**config.mk**
```make
export PLATFORM = sky130hd
export DESIGN_NAME = sparse_vector_add_dot_top
export DESIGN_NICKNAME = d
export VERILOG_FILES = /design/src/hw/rtl/svad_pkg.sv /design/src/hw/rtl/svad_ram.sv /design/src/hw/rtl/svad_mac.sv /design/src/hw/rtl/sparse_vector_add_dot_top.sv
export SDC_FILE = /design/constraint.sdc
export NUM_CORES = 2
export LEC_CHECK = 0
export ABC_AREA = 1
export CORE_MARGIN = 1
export CORE_UTILIZATION = 40
export CTS_BUF_LIST = sky130_fd_sc_hd__clkbuf_4 sky130_fd_sc_hd__clkbuf_8
export CTS_CLUSTER_DIAMETER = 150
export DETAILED_ROUTE_END_ITERATION = 6
export DONT_BUFFER_PORTS = 1
export HOLD_SLACK_MARGIN = 0.12
export SETUP_SLACK_MARGIN = 0.05
export SYNTH_ARGS = -nofsm -noshare
export SYNTH_HDL_FRONTEND = slang
export SYNTH_SLANG_ARGS = --single-unit
```
**constraint.sdc**
```tcl
create_clock -name clock -period 14.4 [get_ports clock]
set_clock_uncertainty 0.2 [all_clocks]
set_input_delay 2.16 -clock clock [delete_from_list [all_inputs] [get_ports clock]]
set_output_delay 2.16 -clock clock [all_outputs]
set_load 0.01 [all_outputs]
```
**src/hw/rtl/svad_pkg.sv**
```systemverilog
// svad_pkg: shared constants, codes and types for the sparse vector add/dot block.
// No dependencies; svad_mac and the top level refer to it by scoped names.
`timescale 1ns / 1ps

package svad_pkg;

   // vector geometry
   localparam int DIM    = 32;
   localparam int ADDR_W = (DIM > 1) ? $clog2(DIM) : 1;

   // field widths
   localparam int CMD_W  = 2;
   localparam int POS_W  = 5;
   localparam int VAL_W  = 16;
   localparam int SUM_W  = 17;
   localparam int PROD_W = 32;
   localparam int DOT_W  = 37;

   // command codes
   localparam logic [CMD_W-1:0] CMD_WRITE_A = 2'd0;
   localparam logic [CMD_W-1:0] CMD_WRITE_B = 2'd1;
   localparam logic [CMD_W-1:0] CMD_CLEAR   = 2'd2;
   localparam logic [CMD_W-1:0] CMD_COMPUTE = 2'd3;

   // result kinds
   localparam logic KIND_SUM = 1'b0;
   localparam logic KIND_DOT = 1'b1;

   // controls for the multiply-accumulate pipe
   typedef struct packed {
      logic clear;  // start of a compute run, zero the accumulator
      logic vld;    // a walked position sits in stage one
      logic last;   // that position is the final one
      logic both;   // present in both vectors, product counts
   } mac_ctrl_type;

endpackage

```
**src/hw/rtl/svad_ram.sv**
```systemverilog
// svad_ram: generic single-write, single-read synchronous RAM with a registered read port.
// No dependencies; the entries hold no reset value.
`timescale 1ns / 1ps

module svad_ram #(
   parameter int DEPTH  = 32,
   parameter int WIDTH  = 16,
   parameter int ADDR_W = 5
) (
   input  logic              clock,
   input  logic              wr_en,
   input  logic [ADDR_W-1:0] wr_addr,
   input  logic [WIDTH-1:0]  wr_data,
   input  logic              rd_en,
   input  logic [ADDR_W-1:0] rd_addr,
   output logic [WIDTH-1:0]  rd_data
);

   logic [WIDTH-1:0] mem_ff [DEPTH];
   logic [WIDTH-1:0] rd_data_ff;

   // write port
   always_ff @(posedge clock) begin
      if (wr_en) begin
         mem_ff[wr_addr] <= wr_data;
      end
   end

   // registered read port
   always_ff @(posedge clock) begin
      if (rd_en) begin
         rd_data_ff <= mem_ff[rd_addr];
      end
   end

   assign rd_data = rd_data_ff;

endmodule

```
**src/hw/rtl/svad_mac.sv**
```systemverilog
// svad_mac: registered 16x16 multiply followed by a 37-bit accumulator.
// Depends on svad_pkg for widths and the mac_ctrl_type control struct.
`timescale 1ns / 1ps

module svad_mac (
   input  logic                              clock,
   input  logic                              reset,
   input  svad_pkg::mac_ctrl_type            ctrl,
   input  logic signed [svad_pkg::VAL_W-1:0] a_val,
   input  logic signed [svad_pkg::VAL_W-1:0] b_val,
   output logic                              dot_vld,
   output logic signed [svad_pkg::DOT_W-1:0] dot_value
);

   logic signed [svad_pkg::PROD_W-1:0] prod_ff, prod_in;
   logic signed [svad_pkg::DOT_W-1:0]  acc_ff, acc_in;
   logic                               s2_vld_ff, s2_vld_in;
   logic                               s2_last_ff, s2_last_in;
   logic signed [svad_pkg::DOT_W-1:0]  total;

   // running total including the product now in stage two
   assign total = acc_ff + svad_pkg::DOT_W'(prod_ff);

   always_comb begin
      // keep the multiply in a signed context so both operands sign-extend
      prod_in = '0;
      if (ctrl.both) begin
         prod_in = a_val * b_val;
      end
      s2_vld_in  = ctrl.vld;
      s2_last_in = ctrl.last;
      acc_in     = acc_ff;
      if (ctrl.clear) begin
         acc_in = '0;
      end else if (s2_vld_ff) begin
         acc_in = total;
      end
   end

   // control flags reset; datapath registers hold no reset
   always_ff @(posedge clock) begin
      if (reset) begin
         s2_vld_ff  <= 1'b0;
         s2_last_ff <= 1'b0;
      end else begin
         s2_vld_ff  <= s2_vld_in;
         s2_last_ff <= s2_last_in;
      end
      prod_ff <= prod_in;
      acc_ff  <= acc_in;
   end

   assign dot_vld   = s2_vld_ff && s2_last_ff;
   assign dot_value = total;

endmodule

```
**src/hw/rtl/sparse_vector_add_dot_top.sv**
```systemverilog
// A compute item walks every position of the value RAMs in order; the result register gets
// a sum entry for each position present in either vector, then the dot product once the
// multiply and accumulate stages have drained. Busy stays high from the walk until the dot
// product leaves the accumulator, and no new item is accepted meanwhile; write and clear
// items leave busy low.
// Reset clears the presence bits, sequencer state and valid flags at once; the value RAMs
// keep their contents, used only where a presence bit is set. Results cannot be stalled.
`timescale 1ns / 1ps

module sparse_vector_add_dot_top (
   input  logic                                   clock,
   input  logic                                   reset,
   input  logic                                   start,
   output logic                                   busy,
   input  logic [svad_pkg::CMD_W-1:0]             req_command,
   input  logic [svad_pkg::POS_W-1:0]             req_position,
   input  logic signed [svad_pkg::VAL_W-1:0]      req_element_value,
   output logic                                   rsp_valid,
   output logic                                   rsp_kind,
   output logic [svad_pkg::POS_W-1:0]             rsp_entry_position,
   output logic signed [svad_pkg::SUM_W-1:0]      rsp_sum_value,
   output logic signed [svad_pkg::DOT_W-1:0]      rsp_dot_value,
   output logic                                   rsp_last
);

   typedef enum logic [1:0] {ST_IDLE, ST_WALK, ST_FLUSH} state_type;

   state_type                            state_ff, state_in;
   logic [svad_pkg::ADDR_W-1:0]          idx_ff, idx_in;
   logic [svad_pkg::DIM-1:0]             present_a_ff, present_a_in;
   logic [svad_pkg::DIM-1:0]             present_b_ff, present_b_in;
   logic                                 s1_vld_ff, s1_vld_in;
   logic                                 s1_last_ff, s1_last_in;
   logic                                 s1_pa_ff, s1_pa_in;
   logic                                 s1_pb_ff, s1_pb_in;
   logic [svad_pkg::ADDR_W-1:0]          s1_idx_ff, s1_idx_in;
   logic                                 rsp_valid_ff, rsp_valid_in;
   logic                                 rsp_kind_ff, rsp_kind_in;
   logic                                 rsp_last_ff, rsp_last_in;
   logic [svad_pkg::POS_W-1:0]           rsp_pos_ff, rsp_pos_in;
   logic signed [svad_pkg::SUM_W-1:0]    rsp_sum_ff, rsp_sum_in;
   logic signed [svad_pkg::DOT_W-1:0]    rsp_dot_ff, rsp_dot_in;

   logic                                 accept;
   logic                                 in_range;
   logic [svad_pkg::ADDR_W-1:0]          wr_addr;
   logic                                 wr_a_en, wr_b_en;
   logic                                 rd_en;
   logic                                 idx_at_end;
   logic [svad_pkg::VAL_W-1:0]           rd_a, rd_b;
   logic signed [svad_pkg::VAL_W-1:0]    a_val, b_val;
   svad_pkg::mac_ctrl_type               mac_ctrl;
   logic                                 dot_vld;
   logic signed [svad_pkg::DOT_W-1:0]    dot_value;

   // input transfer decode
   assign busy       = (state_ff != ST_IDLE);
   assign accept     = start && !busy;
   assign in_range   = (int'(req_position) < svad_pkg::DIM);
   assign wr_addr    = svad_pkg::ADDR_W'(req_position);
   assign wr_a_en    = accept && (req_command == svad_pkg::CMD_WRITE_A) && in_range;
   assign wr_b_en    = accept && (req_command == svad_pkg::CMD_WRITE_B) && in_range;
   assign rd_en      = (state_ff == ST_WALK);
   assign idx_at_end = (idx_ff == svad_pkg::ADDR_W'(svad_pkg::DIM - 1));

   svad_ram #(
      .DEPTH  (svad_pkg::DIM),
      .WIDTH  (svad_pkg::VAL_W),
      .ADDR_W (svad_pkg::ADDR_W)
   ) u_ram_a (
      .clock   (clock),
      .wr_en   (wr_a_en),
      .wr_addr (wr_addr),
      .wr_data (req_element_value),
      .rd_en   (rd_en),
      .rd_addr (idx_ff),
      .rd_data (rd_a)
   );

   svad_ram #(
      .DEPTH  (svad_pkg::DIM),
      .WIDTH  (svad_pkg::VAL_W),
      .ADDR_W (svad_pkg::ADDR_W)
   ) u_ram_b (
      .clock   (clock),
      .wr_en   (wr_b_en),
      .wr_addr (wr_addr),
      .wr_data (req_element_value),
      .rd_en   (rd_en),
      .rd_addr (idx_ff),
      .rd_data (rd_b)
   );

   // stage one: mask absent entries to zero
   assign a_val = s1_pa_ff ? $signed(rd_a) : '0;
   assign b_val = s1_pb_ff ? $signed(rd_b) : '0;

   assign mac_ctrl.clear = accept && (req_command == svad_pkg::CMD_COMPUTE);
   assign mac_ctrl.vld   = s1_vld_ff;
   assign mac_ctrl.last  = s1_last_ff;
   assign mac_ctrl.both  = s1_vld_ff && s1_pa_ff && s1_pb_ff;

   svad_mac u_mac (
      .clock     (clock),
      .reset     (reset),
      .ctrl      (mac_ctrl),
      .a_val     (a_val),
      .b_val     (b_val),
      .dot_vld   (dot_vld),
      .dot_value (dot_value)
   );

   // sequencer, presence bits and result register next values
   always_comb begin
      state_in     = state_ff;
      idx_in       = idx_ff;
      present_a_in = present_a_ff;
      present_b_in = present_b_ff;

      case (state_ff)
         ST_IDLE: begin
            if (accept) begin
               case (req_command)
                  svad_pkg::CMD_WRITE_A: begin
                     if (in_range) begin
                        present_a_in[wr_addr] = 1'b1;
                     end
                  end
                  svad_pkg::CMD_WRITE_B: begin
                     if (in_range) begin
                        present_b_in[wr_addr] = 1'b1;
                     end
                  end
                  svad_pkg::CMD_CLEAR: begin
                     present_a_in = '0;
                     present_b_in = '0;
                  end
                  default: begin
                     state_in = ST_WALK;
                     idx_in   = '0;
                  end
               endcase
            end
         end
         ST_WALK: begin
            if (idx_at_end) begin
               state_in = ST_FLUSH;
            end else begin
               idx_in = idx_ff + 1'b1;
            end
         end
         ST_FLUSH: begin
            if (dot_vld) begin
               state_in = ST_IDLE;
            end
         end
         default: begin
            state_in = ST_IDLE;
         end
      endcase

      // advance the walked position into stage one
      s1_vld_in  = (state_ff == ST_WALK);
      s1_last_in = idx_at_end;
      s1_idx_in  = idx_ff;
      s1_pa_in   = present_a_ff[idx_ff];
      s1_pb_in   = present_b_ff[idx_ff];

      // result register: sum entries from stage one, dot product from the mac
      rsp_valid_in = 1'b0;
      rsp_kind_in  = svad_pkg::KIND_SUM;
      rsp_last_in  = 1'b0;
      rsp_pos_in   = '0;
      rsp_sum_in   = '0;
      rsp_dot_in   = '0;
      if (s1_vld_ff && (s1_pa_ff || s1_pb_ff)) begin
         rsp_valid_in = 1'b1;
         rsp_pos_in   = svad_pkg::POS_W'(s1_idx_ff);
         rsp_sum_in   = svad_pkg::SUM_W'(a_val) + svad_pkg::SUM_W'(b_val);
      end else if (dot_vld) begin
         rsp_valid_in = 1'b1;
         rsp_kind_in  = svad_pkg::KIND_DOT;
         rsp_last_in  = 1'b1;
         rsp_dot_in   = dot_value;
      end
   end

   // hold state and registered outputs
   always_ff @(posedge clock) begin
      if (reset) begin
         state_ff     <= ST_IDLE;
         present_a_ff <= '0;
         present_b_ff <= '0;
         s1_vld_ff    <= 1'b0;
         rsp_valid_ff <= 1'b0;
      end else begin
         state_ff     <= state_in;
         present_a_ff <= present_a_in;
         present_b_ff <= present_b_in;
         s1_vld_ff    <= s1_vld_in;
         rsp_valid_ff <= rsp_valid_in;
      end
      idx_ff      <= idx_in;
      s1_last_ff  <= s1_last_in;
      s1_idx_ff   <= s1_idx_in;
      s1_pa_ff    <= s1_pa_in;
      s1_pb_ff    <= s1_pb_in;
      rsp_kind_ff <= rsp_kind_in;
      rsp_last_ff <= rsp_last_in;
      rsp_pos_ff  <= rsp_pos_in;
      rsp_sum_ff  <= rsp_sum_in;
      rsp_dot_ff  <= rsp_dot_in;
   end

   assign rsp_valid          = rsp_valid_ff;
   assign rsp_kind           = rsp_kind_ff;
   assign rsp_last           = rsp_last_ff;
   assign rsp_entry_position = rsp_pos_ff;
   assign rsp_sum_value      = rsp_sum_ff;
   assign rsp_dot_value      = rsp_dot_ff;

   // a result marks the end of a run exactly when it carries the dot product
   a_last_is_dot: assert property (@(posedge clock) disable iff (reset)
      rsp_valid |-> (rsp_last == (rsp_kind == svad_pkg::KIND_DOT)))
      else $error("last flag disagrees with result kind");

   // an accepted compute item raises busy on the next cycle
   a_compute_busy: assert property (@(posedge clock) disable iff (reset)
      (accept && (req_command == svad_pkg::CMD_COMPUTE)) |=> busy)
      else $error("compute transfer did not start the walk");

   // the dot product only arrives once the walk has finished
   a_dot_after_walk: assert property (@(posedge clock) disable iff (reset)
      dot_vld |-> (state_ff == ST_FLUSH))
      else $error("dot product produced outside the flush phase");

   // a sum entry and the dot product never compete for the result register
   a_no_collision: assert property (@(posedge clock) disable iff (reset)
      !(s1_vld_ff && dot_vld))
      else $error("sum entry collides with dot product");

   // the presence bits never change while a run is in flight
   a_present_stable: assert property (@(posedge clock) disable iff (reset)
      (busy && $past(busy)) |-> ($stable(present_a_ff) && $stable(present_b_ff)))
      else $error("presence bits changed during a compute run");

endmodule
```
==> run metrics <==
status finished clean; area delta synth->final 9.52%; critical path type reg2reg; Root Driver clkbuf_8; grt met2 use 0.374; clk slew on worst S/H paths around 0.06 ns; max-cap violation count 0; Slew @ Worst Pin roughly 1.2 ns; Setup violations, final 0; minimum clock period 7.08 ns; GRT met3 Usage 0.0394; Fin Setup TNS 0 ns; Final Max Slew Viols 0; Static Leak 25.4 nW; pwr dens ~120 nW/um^2; Die H ~400 um; sequential share of the synthesized area 0.579; Tot GR Track Use 0.230; syn_nets 6269; largest net degree at the start of global routing between 150 and 200; mapped cell area 62100 sq um; Worst IR Drop VDD about 0.11 mV; Sink Count between 1000 and 1500; fin area 68100 sq um; port buffer count 0; cell taking the most area after synthesis edfxtp_1; GRT Max-Usage Layer met2; number of synthesized flops with an enable pin roughly 1100; final hold violations 0; CP Max Fanout 18; fmax approximately 0.14 GHz; Clock Path Buffers 3; DP Area 64100 sq um; vias in the first global route ~43000; Yosys reg bits around 1300; DP HPWL ~120 mm; top cells by area, synth edfxtp_1, fa_1, dfxtp_1; Hold WC Path Type reg2reg; Ports 89; crit path DAT 7.67 ns; Slew HR 0.182; Synth top area share 0.513; CTS resizes 0; vias between 40000 and 50000; Worst-Skew Late Latency between 0.9 and 1 ns; Detailed Route Iter0 Violations about 4100; Initial Util 0.403; RSZ-0062 raised after global routing no; Residual DRC 0; Die X 396 um; most common cell after layout, fill and taps aside edfxtp_1; # hold bufs at CTS 0; Worst EP required 14.99 ns; row count approximately 140; routed wire length 183 mm; die area 157000 sq um; core area 154000 sq um; M1 GR Usage 0.306; Num CTS Buffers 200; Post-CTS Setup Inserts 0; Syn. warnings 0; Post-Synthesis Cells between 5000 and 6000; Routed wire per std cell 22.7 um; gpl congestion 0.970; deepest level of the CTS H-tree 4; Async SR Flop Fraction 0; first-pass GRT wire length roughly 270 mm; via density per instance around 5.4; crit end category register; Period Utilization, post-route 0.492; most frequent cells in the layout edfxtp_1, nor2_1, inv_1, o21ai_0, nand2_1; crit path launch type register; Layout Nets approximately 6300; TritonCTS clock tree done; count of cell types in the netlist 45; share of cells above drive strength 1 0.0743; post-route ant nets 0; prevailing post-synth register cell edfxtp_1; grt ovf 0; antenna violations before repair 7; Pre-Repair DR Iteration Count 7; Avg Inst Size Synth approximately 11 sq um
report_power, final:
part	switching (mW)	internal (mW)	leakage, nW
registers	0.0209	4.01	11.2
clock network	1.47	1.56	2.09
logic	0.944	0.444	12.1
total	2.44	6.01	25.4
critical path, stage by stage, from the launching register on:
cell,delay (ns)
dfxtp_1,0.78
nand2_1,0.56
inv_1,0.39
nand2_1,0.17
fa_1,0.52
inv_1,0.07
fa_1,0.58
inv_1,0.21
fa_1,0.62
inv_1,0.07
fa_1,0.48
inv_1,0.05
fa_1,0.52
inv_1,0.06
fa_1,0.44
ha_1,0.38
a21o_1,0.19
a31oi_1,0.17
o21ai_0,0.12
a21oi_1,0.19
nand3_1,0.10
nand2_1,0.06
nor2_1,0.05
worst paths after layout:
kind / start / to / depth (start not counted) / slack (ns)
hold / removal: s1_last_ff / u_mac.s2_last_ff / 2 / 0.21
setup reg to reg: s1_pb_ff / u_mac.prod_ff[30] / 22 / 7.32
hold reg to reg: s1_last_ff / u_mac.s2_last_ff / 2 / 0.21
setup / recovery: s1_pb_ff / u_mac.prod_ff[30] / 22 / 7.32
per-stage QoR:
stage / instances / worst slack [ns] / util / hold slack [ns] / power, mW
final: 8050 / 7.32 / 0.442 / 0.208 / 8.45
after global routing: 8048 / 6.90 / 0.442 / 0.223 / 8.85
after CTS: 8045 / 7.42 / 0.442 / 0.208 / 8.53
after detailed placement: 7685 / 7.41 / 0.416 / 0.194 / 5.50
after global placement: 7685 / 7.46 / 0.416 / 0.199 / 5.49
after floorplan: 5837 / 8.52 / - / 0.143 / 5.08
cell families after synthesis:
| group | Yosys count | share of synthesized area |
|---|---|---|
| adders and majority gates | 406 | 0.114 |
| and+or+nand+nor | 1895 | 0.120 |
| buffers and inverters | 969 | 0.0641 |
| DFF | 1268 | 0.579 |
| AOI/OAI and AO/OA | 1277 | 0.120 |
| xor gates and xnor gates | 22 | 0.00310 |
area by class of cell:
| type | instances | area, sq um |
|---|---|---|
| clock buffers | 272 | 3360 |
| repair buffers | 98 | 798 |
| clock inverters | 88 | 587 |
| flip-flops and latches | 1268 | 36000 |
| inverters | 675 | 2560 |
| diodes | 5 | 12.5 |
| well taps | 2044 | 2560 |
| multi-input cells | 3600 | 22200 |
| fillers | 14500 | 86000 |
state kept, by name, summed over array words and instances, names as in the netlist, 2 cells and up:
name and flops:
s1_idx_ff 5, u_ram_b.mem_ff 512, present_b_ff 32, rsp_entry_position 5, state_ff 2, present_a_ff 32
u_mac.prod_ff 32, u_ram_a.rd_data 16, u_mac.acc_ff 37, rsp_sum_value 17, rsp_dot_value 37, u_ram_b.rd_data 16
idx_ff 5, u_ram_a.mem_ff 512
synthesized netlist by cell type, types with 10 or more instances:
cell type and n:
o21bai_1 24, o21ai_0 619, clkbuf_1 145, a31oi_1 33
o21a_1 15, clkinv_1 14, nor3_1 16, nand2_1 611
edfxtp_1 1061, xnor2_1 12, buf_1 23, nand3_1 168
fa_1 264, dfxtp_1 207, o21ai_1 36, o211ai_1 21
buf_2 78, ha_1 142, xor2_1 10, o221ai_1 199
a21oi_1 258, inv_1 657, buf_4 24, nor2_1 1064
nand4_1 17, buf_6 16, o22ai_1 56
metal layers:
metal,routed length (um),vias up
li1,-,20000
met1,76500,21300
met3,13200,313
met2,86200,1674
met5,12,-
met4,6900,2
No activity file was read; power rests on OpenSTA's default activity.
